--- src/design/iaalu_pkg.sv ---
// shared opcodes, command and status types for the integer operator unit
`default_nettype none
package iaalu_pkg;
  localparam logic [4:0] OP_EQ = 5'd0, OP_NE = 5'd1, OP_LT = 5'd2, OP_GT = 5'd3, OP_GE = 5'd4,
    OP_LE = 5'd5, OP_LAND = 5'd6, OP_LOR = 5'd7, OP_LXOR = 5'd8, OP_MUL = 5'd9, OP_DIV = 5'd10,
    OP_MOD = 5'd11, OP_ADD = 5'd12, OP_SUB = 5'd13, OP_AND = 5'd14, OP_OR = 5'd15,
    OP_XOR = 5'd16, OP_SHL = 5'd17, OP_LSR = 5'd18, OP_ASR = 5'd19, OP_POW = 5'd20,
    OP_LO = 5'd21, OP_HI = 5'd22, OP_BANK = 5'd23, OP_PLUS = 5'd24, OP_NEG = 5'd25,
    OP_INV = 5'd26, OP_NOT = 5'd27;
  localparam logic [1:0] KIND_SIMPLE = 2'd0, KIND_DIV = 2'd1, KIND_POW = 2'd2;
  localparam int NARROW_BITS = 16;
  localparam int BYTE_BITS = 8;

  typedef struct packed {
    logic       load;
    logic       step;
    logic       finish;
  } cmd_t;

  typedef struct packed {
    logic [1:0] kind;
    logic       last;
  } status_t;
endpackage
`default_nettype wire

--- src/design/iaalu_ctrl.sv ---
// controller state machine sequencing load, iterations and result hand-off
`default_nettype none
module iaalu_ctrl (
  input  wire logic              clk_i,
  input  wire logic              rst_ni,
  input  wire logic              in_valid_i,
  output logic                   in_stall_o,
  output logic                   out_valid_o,
  input  wire logic              out_stall_i,
  input  wire iaalu_pkg::status_t sts_i,
  output iaalu_pkg::cmd_t        cmd_o
);
  localparam logic [1:0] ST_IDLE = 2'd0, ST_LOAD = 2'd1, ST_RUN = 2'd2, ST_OUT = 2'd3;
  logic [1:0] state_q, state_d;

  always_comb begin
    state_d = state_q;
    cmd_o = '0;
    unique case (state_q)
      ST_IDLE: if (in_valid_i) begin
        cmd_o.load = 1'b1;
        state_d = ST_LOAD;
      end
      ST_LOAD: begin
        if (sts_i.kind == iaalu_pkg::KIND_SIMPLE) begin
          cmd_o.finish = 1'b1;
          state_d = ST_OUT;
        end else begin
          state_d = ST_RUN;
        end
      end
      ST_RUN: begin
        cmd_o.step = 1'b1;
        if (sts_i.last) begin
          cmd_o.finish = 1'b1;
          state_d = ST_OUT;
        end
      end
      ST_OUT: if (!out_stall_i) begin
        if (in_valid_i) begin
          cmd_o.load = 1'b1;
          state_d = ST_LOAD;
        end else begin
          state_d = ST_IDLE;
        end
      end
      default: state_d = ST_IDLE;
    endcase
  end

  assign in_stall_o  = !((state_q == ST_IDLE) || (state_q == ST_OUT && !out_stall_i));
  assign out_valid_o = (state_q == ST_OUT);

  always_ff @(posedge clk_i or negedge rst_ni) begin
    if (!rst_ni) begin
      state_q <= ST_IDLE;
    end else begin
      state_q <= state_d;
    end
  end
endmodule
`default_nettype wire

--- config.mk ---
export PLATFORM = sky130hd
export DESIGN_NAME = iaalu_ctrl
export DESIGN_NICKNAME = d
export VERILOG_FILES = /design/src/design/iaalu_pkg.sv /design/src/design/iaalu_ctrl.sv
export SDC_FILE = /design/constraint.sdc
export NUM_CORES = 1
export LEC_CHECK = 0
export ABC_AREA = 1
export BUFFER_PORTS_ARGS = -buffer_cell sky130_fd_sc_hd__clkbuf_2
export CAP_MARGIN = 15
export CORE_AREA = 2 2 39 41
export CTS_BUF_LIST = sky130_fd_sc_hd__clkbuf_4
export CTS_CLUSTER_DIAMETER = 200
export DETAILED_ROUTE_END_ITERATION = 7
export DIE_AREA = 0 0 41 43
export SYNTH_ARGS = -nofsm -noshare
export SYNTH_HDL_FRONTEND = slang
export SYNTH_SLANG_ARGS = --single-unit
--- constraint.sdc ---
create_clock -name clk_i -period 1.5 [get_ports clk_i]
set_input_delay 0.075 -clock clk_i [delete_from_list [all_inputs] [get_ports clk_i]]
set_output_delay 0.075 -clock clk_i [all_outputs]
set_load 0.05 [all_outputs]
==> After elaboration in Yosys (flattened, before gate mapping) <==
Cells that the tools add are included.
{ "word_totals": {"regBits": 2, "inputBits": 7, "out_inout_bits": 5} }
{ "op_classes": {"eq_ne": 6, "mux": 13, "reduce_logical": 7} }
{ "op_table": {"columns": ["op", "count"], "rows": [
  ["one-hot mux 2 bit (4 select lines)", 1],
  ["2-to-1 mux 1 bit", 7],
  ["2-to-1 mux 2 bit", 3],
  ["!= test 2 bit (second input constant)", 3],
  ["equality test 2 bit (second input constant)", 2],
  ["logical NOT 2 bit", 2],
  ["one-hot mux 1 bit (2 select lines)", 2],
  ["AND reduction 3 bit", 1],
  ["equality test 2 x 1 -> 1 bit (second input constant)", 1],
  ["logical NOT 1 bit", 2],
  ["logical AND 1 bit", 1],
  ["logical OR 1 bit", 1]
]} }

==> Depth between registers and ports, before layout <==
Gate-level depths: netlist of run 1.
{ "logic_depth": {"ltp_word": 4, "depth_mapped": 8, "depth_no_buf": 8} }

==> Worst setup path before layout of run 1 <==
Ideal clock, no wire load.
{ "synth_timing": {"path_kind": "reg2out", "from": "register state_q[0]", "to": "output cmd_o[2] in the netlist's numbering", "t_arrival_ns": 2.510, "path_slack_ns": -1.085, "stages_incl_launch_ff": 4, "cell_sequence": "dfrtp_1 -> ha_1 -> a21oi_1 -> nor3_1"} }
{ "synth_lines": {"columns": ["item", "line_no", "rtl"], "rows": [
  ["start, declared", "iaalu_ctrl.sv:14", "logic [1:0] state_q, state_d;"],
  ["start signal, assigned", "iaalu_ctrl.sv:58", "state_q <= state_d;"],
  ["end, declared", "iaalu_ctrl.sv:11", "output iaalu_pkg::cmd_t cmd_o"]
]} }

==> qor.csv, run 1 <==
metric;value;unit
required;1.42;ns
max_stage_delay;0.37;ns
cap_violations;0;
cts_buffers;3;
yosysWarnings;0;
clk_latency;0.22;ns
rsz0062_at_grt;false;
hold_viol;0;
outcome;finished, final reports clean;
io_pins;12;
yosys.cell_types.count;12;
drc;0;
die_x;41;um
detail-route-antenna-nets;0;
max_freq;0.6973;GHz
grt_pass1_wl;938;um
reg_top3;state_q x2;
largest_reg_flops;2;
core_area;1384;um2
yosysSeqAreaShare;0.2010;
final_util;0.3273;
htreeDepth;1;
final_common_cell;nand2_1;
fin_hold_ws;0.1713;ns
routed_wl;601;um
critical_path_class;register to output pin;
via_per_inst;3.971;
clkTransAtPathRegs;0.03;ns
cts_tree;built;
grt_max_degree;5;
hp-class;input pin to async pin;
cts-root-buf;clkbuf_4;
clkSinkCount;2;
via_count;278;
finalSetupTns;0;ns
largest-register;state_q;
row_count;14;
setup_viol;0;
cp-start-kind;register;
critPathArrivalTime;1.36;ns
r2r_cells;7;
port_buffers;11;
synth.net_count;50;
die_y;43;um
grt_usage;0.08141;
cts_buffer_depth;2;
globalplace.congestion;0.6688;
drv_slew;0;
skew;0.001875;ns
slowest_stage;dfrtp_1;
grt_pass1_vias;267;
antennaDiodeCount;0;
drt_iter0_drc;3;
antenna_found_initial;0;
crit_chain;buf_4 > ha_2 > a21oi_4 > nor3_4 > clkbuf_8;
synth_area;249.0;um2
drtPass1Iterations;4;
place_hpwl;475.2;um
postSynthCellCount;37;
endpoint_kind;output pin;
drive_gt1_frac;0.5000;
layout.nets;69;
cp_max_fo;4;
syn_area_per_cell;6.729;um2
period_minus_slack;1.434;ns
worst_pin_slew;0.2762;ns
overflow;0;
slew_headroom;0.8166;
period_share;0.9560;
dieArea;1763;um2
most-common-layout-cells;nand2_1, clkbuf_2, inv_1;
post_cts_buffers;0;
start_util;0.1799;
layout-area-overhead-vs-synth;81.91;%
ys_seq_elements;2;
routedWlPerCell;8.586;um
## Yosys cell counts (all sizes together)
library cell,count,share of area
a21boi,1,0.030
a21oi,1,0.020
dfrtp,2,0.20
ha,6,0.30
inv,7,0.11
nand2,15,0.25
nand3,1,0.020
nor2,3,0.055
nor3,1,0.020
## area by class of cell
class,instances,area (um2)
repair buffers,14,100.1
inverters,7,26.28
well taps,16,20.02
fillers,148,930.9
multi-input cells,28,234.0
flip-flops and latches,2,50.05
clock buffers,3,22.52
## per-layer routing
metal / GRT usage / part of all wire / up-vias
met5: 0 / 0 / -
met4: 0.06000 / 0 / 0
met3: 0.01571 / 0.030 / 0
met2: 0.1406 / 0.58 / 4
met1: 0.07742 / 0.39 / 129
li1: - / - / 145
## path summary, 6_finish.rpt
check	from	to	slack, ns
min in group clk_i	out_stall_i	state_q[1]	0.27
max in group asynchronous	rst_ni	state_q[1]	1.23
setup reg to reg	state_q[0]	state_q[0]	0.29
hold reg to reg	state_q[1]	state_q[1]	0.62
hold / removal	rst_ni	state_q[0]	0.17
setup / recovery	state_q[0]	cmd_o[2]	0.07
## critical path, delay by kind of cell (launching register included)
| family | cells | cell delay (ns) |
|---|---|---|
| buffers and inverters | 2 | 0.33 |
| adders and majority gates | 1 | 0.20 |
| AOI/OAI and AO/OA | 1 | 0.18 |
| DFF | 1 | 0.37 |
| and+or+nand+nor | 1 | 0.06 |
## repair_timing
action	4_1_cts	5_1_grt
endpoints found under the setup margin	3	3
pin swaps	0	0
hold buffers	1	0
endpoints found under the hold margin	2	0
gates resized for setup	5	5
## through the flow
stage	worst slack [ns]	instance area, um2	cells
2_1_floorplan	-0.1117	280.3	37
3_3_place_gp	0.1938	370.4	66
3_5_place_dp	0.1897	370.4	66
4_1_cts	0.01942	422.9	70
5_1_grt	0.005509	452.9	70
6_report	0.06594	452.9	70
## logic make-up (layout without fill, tap and decap cells)
kind of cell / after synthesis / after routing / share of synthesized area
simple gates: 20 / 20 / 0.3417
buf+inv: 7 / 24 / 0.1055
fa+ha+maj: 6 / 6 / 0.3015
compound gates: 2 / 2 / 0.05024
flops: 2 / 2 / 0.2010
Power of run 1 is left out: the tool's default activity adds up to more than one toggle a clock period on the data nets, which glitch-free logic cannot reach.
==> inputs of run 2 (changes only) <==
--- a/config.mk
+++ b/config.mk
@@ -6,5 +6,5 @@
 export NUM_CORES = 1
 export LEC_CHECK = 0
-export ABC_AREA = 1
+export ABC_AREA = 0
 export BUFFER_PORTS_ARGS = -buffer_cell sky130_fd_sc_hd__clkbuf_2
 export CAP_MARGIN = 15
==> constraint.sdc (replaced) <==
create_clock -name clk_i -period 1.5 [get_ports clk_i]
set_input_delay 0.075 -clock clk_i [delete_from_list [all_inputs] [get_ports clk_i]]
set_output_delay 0.075 -clock clk_i [all_outputs]
set_load 0.1 [all_outputs]
==> qor.csv, run 2 <==
metric;value;unit;change
overflow;0;;unchanged
drv_slew;0;;unchanged
clk_latency;0.22;ns;about the same
synth_top_area_frac;0.3297;;+0.02816
cts_tree;built;;
synth_most_common_cell;ha_1;;
syn_area_per_cell;9.488;um2;+41%
r2r-end;state_q[1];;
worst_pin_slew;0.2777;ns;+0.001497 ns
outcome;finished, final reports clean;;
skew;0.003425;ns;+0.001550 ns
crit_chain;buf_6 > ha_4 > a21oi_4 > nor3b_4 > buf_12;;
routedWlPerCell;10.24;um;+19%
yosysSeqAreaShare;0.2198;;+0.01878
max_freq;0.6774;GHz;-2.9%
die_y;43;um;unchanged
cp_max_fo;3;;-1
io_pins;12;;unchanged
synth-main-ff-cell;dfrtp_1;;
detail-route-antenna-nets;0;;unchanged
cp_top_family;flip-flops;;
dieArea;1763;um2;unchanged
rsz0062_at_grt;true;;
core_area;1384;um2;unchanged
synth_area;227.7;um2;-8.5%
antenna_found_initial;0;;unchanged
period_share;0.9842;;+0.02814
reg_top3;state_q x2;;
via_per_inst;4.155;;+4.6%
yosysTopAreaCell;ha_1;;
yosys.cell_types.count;13;;+1
cts_buffer_depth;2;;unchanged
cts-root-buf;clkbuf_4;;
endpoint;cmd_o[2];;
slowest_stage;dfrtp_1;;
layout-area-overhead-vs-synth;129.7;%;
critical_path_class;register to output pin;;
row_count;14;;unchanged
clkSinkCount;2;;unchanged
rrSetupSlack;0.06;ns;-0.23 ns
drc;0;;unchanged
synth.net_count;37;;-26%
startpoint;state_q[0];;
port_buffers;11;;unchanged
final_common_cell;clkbuf_2;;
hold_viol;0;;unchanged
layout.cells.non_filler;58;;-17%
grt_pass1_wl;883;um;-5.9%
yosys-top-cells-count;ha_1, inv_1, a21oi_1, dfrtp_1;;
antennaDiodeCount;0;;unchanged
globalplace.congestion;0.7085;;+5.9%
max_stage_delay;0.39;ns;+0.02 ns
drtPass1Iterations;1;;-3
hp-class;input pin to async pin;;
htreeDepth;1;;unchanged
most-common-layout-cells;clkbuf_2, ha_4, buf_12;;
postSynthCellCount;24;;-35%
place_hpwl;459.1;um;-3.4%
slew_headroom;0.8164;;about the same
setup_viol;0;;unchanged
cap_violations;0;;unchanged
r2r_cells;5;;-2
grt_pass1_vias;238;;-11%
dp_cells;54;;-18%
via_count;241;;-13%
cts_buffers;3;;unchanged
drt_iter0_drc;0;;-3
ys_seq_elements;2;;unchanged
drive_gt1_frac;0.7143;;+0.2143
path_depth;5;;unchanged
die_x;41;um;unchanged
grt_usage;0.07631;;-0.005102
critPathArrivalTime;1.40;ns;+0.04 ns
layout.nets;57;;-17%
endpoint_kind;output pin;;
grt_max_degree;5;;unchanged
largest-register;state_q;;
synth_edf_count;0;;unchanged
start_util;0.1646;;-0.01537
r2r-start;state_q[0];;
crit_buf_inv;2;;unchanged
yosys-top-cells-area;ha_1, dfrtp_1, inv_1;;
routed_wl;594;um;-1.2%
synth_async_sr_flop_share;1.000;;unchanged
clkTransAtPathRegs;0.03;ns;about the same
cp-start-kind;register;;
fin_hold_ws;0.1754;ns;+0.004100 ns
required;1.42;ns;about the same
yosysWarnings;0;;unchanged
largest_reg_flops;2;;unchanged
period_minus_slack;1.476;ns;+0.04221 ns
## run 2: routing by layer
layer / track usage / part of all wire
met3: 0 / 0.042
met4: 0.06000 / 0
met2: 0.1406 / 0.61
met5: 0 / 0
met1: 0.07074 / 0.35
## run 2: cells by family after synthesis
logic type               synth area share
multiplexers                      0.09340
flip-flops                         0.2198
adder cells (fa/ha/maj)            0.3297
AO/OA/AOI/OAI                      0.1813
buffers and inverters             0.08243
AND/OR/NAND/NOR                   0.09340
## run 2: through the flow
| step | setup slack, ns | TNS (ns) | utilization | cell area (um2) |
|---|---|---|---|---|
| 4_1_cts | -0.01478 | -0.01478 | 0.3626 | 501.7 |
| 5_1_grt | -0.02032 | -0.02473 | 0.3779 | 523.0 |
| 3_5_place_dp | 0.03953 | 0 | 0.3128 | 432.9 |
| 6_report | 0.02373 | 0 | 0.3779 | 523.0 |
| 3_3_place_gp | 0.08182 | 0 | 0.3128 | 432.9 |
| 2_1_floorplan | -0.5363 | -1.564 | - | 272.8 |
## run 2: final cells by class
class / count / area [um2]
Clock buffer: 3 / 22.52
Fill cell: 142 / 860.8
Inverter: 5 / 23.77
Multi-Input combinational cell: 17 / 247.7
Sequential cell: 2 / 51.30
Tap cell: 16 / 20.02
Timing Repair Buffer: 15 / 157.7
## run 2: how the worst min path moves through the flow
stage	to	start	slack, ns	depth (start not counted)
3_5_place_dp	state_q[1]	rst_ni	-0.14	1
3_3_place_gp	state_q[0]	rst_ni	-0.14	1
4_1_cts	state_q[0]	rst_ni	0.16	2
6_report	state_q[0]	rst_ni	0.18	2
2_1_floorplan	state_q[0]	rst_ni	-0.22	0
5_1_grt	state_q[0]	rst_ni	0.17	2
## run 2: timing repair
item | in CTS | in global routing
endpoints found under the setup margin | 3 | 4
gates resized for setup | 6 | 7
pin swaps | 1 | 6
setup buffers | 1 | 2
hold buffers | 1 | 0
hold endpoints to repair | 2 | 0
Power of run 2 is left out for the same reason.
==> inputs of run 3 (changes only) <==
ABC_AREA = 1   (was 0)
==> qor.csv, run 3 (synthesis results as in run 1) <==
metric;value;unit;change
htreeDepth;1;;unchanged
die_x;41;um;unchanged
globalplace.congestion;0.8034;;+13%
layout.nets;70;;+23%
period_minus_slack;1.456;ns;-0.02070 ns
skew;0.002121;ns;-0.001304 ns
slowest_stage;dfrtp_1;;
clkSinkCount;2;;unchanged
cp_max_fo;3;;unchanged
cap_violations;0;;unchanged
drt_iter0_drc;4;;+4
largest-register;state_q;;
cp-start-kind;register;;
clk_latency;0.22;ns;about the same
port_buffers;11;;unchanged
worst_pin_slew;0.2781;ns;+0.0003797 ns
start_util;0.1799;;+0.01537
critPathArrivalTime;1.38;ns;-0.02 ns
required;1.42;ns;about the same
place_ws;0.2073;ns;+0.1677 ns
antenna_found_initial;0;;unchanged
outcome;finished, final reports clean;;
grt_max_degree;5;;unchanged
routedWlPerCell;8.014;um;-22%
cts-root-buf;clkbuf_4;;
io_pins;12;;unchanged
r2r-end;state_q[1];;
overflow;0;;unchanged
endpoint_kind;output pin;;
grt_pass1_wl;945;um;+7.0%
r2r_cells;6;;+1
routed_wl;569;um;-4.2%
slew_headroom;0.8161;;about the same
final_util;0.3707;;-0.007234
drv_slew;0;;unchanged
final_common_cell;nand2_1;;
die_y;43;um;unchanged
cts_tree;built;;
fin_hold_ws;0.1679;ns;-0.007449 ns
crit_buf_inv;2;;unchanged
max_stage_delay;0.39;ns;about the same
dieArea;1763;um2;unchanged
cp_top_family;flip-flops;;
via_count;281;;+17%
place_hpwl;485.8;um;+5.8%
core_area;1384;um2;unchanged
cts_buffers;3;;unchanged
final.setup.worst_slack;0.04442;ns;+0.02070 ns
r2r-start;state_q[0];;
most-common-layout-cells;nand2_1, clkbuf_2, inv_1, buf_12, buf_4;;
setup_viol;0;;unchanged
drive_gt1_frac;0.5273;;-0.1870
layout-area-overhead-vs-synth;106.0;%;
hp-class;input pin to async pin;;
clkTransAtPathRegs;0.03;ns;about the same
via_per_inst;3.958;;-4.8%
drc;0;;unchanged
crit_chain;buf_4 > ha_4 > a21oi_4 > nor3_4 > buf_12;;
drtPass1Iterations;4;;+3
period_share;0.9704;;-0.01380
hold_viol;0;;unchanged
row_count;14;;unchanged
grt_pass1_vias;265;;+11%
max_freq;0.6870;GHz;+1.4%
largest_reg_flops;2;;unchanged
finalSetupTns;0;ns;unchanged
rrSetupSlack;0.31;ns;+0.25 ns
antennaDiodeCount;0;;unchanged
grt_usage;0.08543;;+0.009122
reg_top3;state_q x2;;
critical_path_class;register to output pin;;
cts_buffer_depth;2;;unchanged
detail-route-antenna-nets;0;;unchanged
## run 3: changes by cell type in the layout (fill, tap and decap cells not counted), moves of 2 or more
| cell | previous run | this run |
|---|---|---|
| inv_2 | 0 | 3 |
| buf_4 | 2 | 4 |
| nand2_1 | 1 | 13 |
| buf_6 | 2 | 0 |
| nand2_2 | 0 | 2 |
| inv_4 | 2 | 0 |
## run 3: how the worst max path moves through the flow
stage | slack [ns] | cells past startpoint | from | endpoint
floorplan | -0.50 | 3 | state_q[1] | cmd_o[2]
global placement | 0.22 | 4 | state_q[1] | cmd_o[2]
detailed placement | 0.21 | 4 | state_q[1] | cmd_o[2]
CTS | -0.006 | 4 | state_q[1] | cmd_o[0]
global route | -0.0003 | 5 | state_q[1] | cmd_o[2]
finish | 0.04 | 5 | state_q[1] | cmd_o[2]
## run 3: layout make-up
| class | count | area [um2] |
|---|---|---|
| Fill cell | 144 | 870.8 |
| Inverter | 7 | 26.28 |
| Multi-Input combinational cell | 28 | 244.0 |
| Clock buffer | 3 | 22.52 |
| Timing Repair Buffer | 15 | 150.1 |
| Tap cell | 16 | 20.02 |
| Sequential cell | 2 | 50.05 |
## run 3: per-layer routing
layer,GRT usage,wire length [um],vias up
met2,0.1375,352,5
met1,0.07419,201,128
met3,0.03141,15,0
li1,-,-,148
met4,0.08000,0,0
met5,0,0,-
## run 3: timing repair
action,CTS,global route
resized for setup,1,4
setup buffers,0,1
hold endpoints to repair,2,0
hold buffers,1,0
setup endpoints to repair,2,2
pin swaps,1,0
## run 3: through the flow
| stage | cells | instance area (um2) |
|---|---|---|
| after floorplan | 37 | 297.8 |
| after global placement | 66 | 450.4 |
| after detailed placement | 66 | 450.4 |
| after CTS | 70 | 485.5 |
| after global routing | 71 | 513.0 |
| final | 71 | 513.0 |
## run 3: worst register-to-register path, stage by stage, from the launching register on
cell,delay [ns]
dfrtp_1,0.37
buf_4,0.16
ha_1,0.20
nand2_1,0.10
nand3_1,0.11
nand2_1,0.08
nand2_1,0.05
Power of run 3 is left out for the same reason.
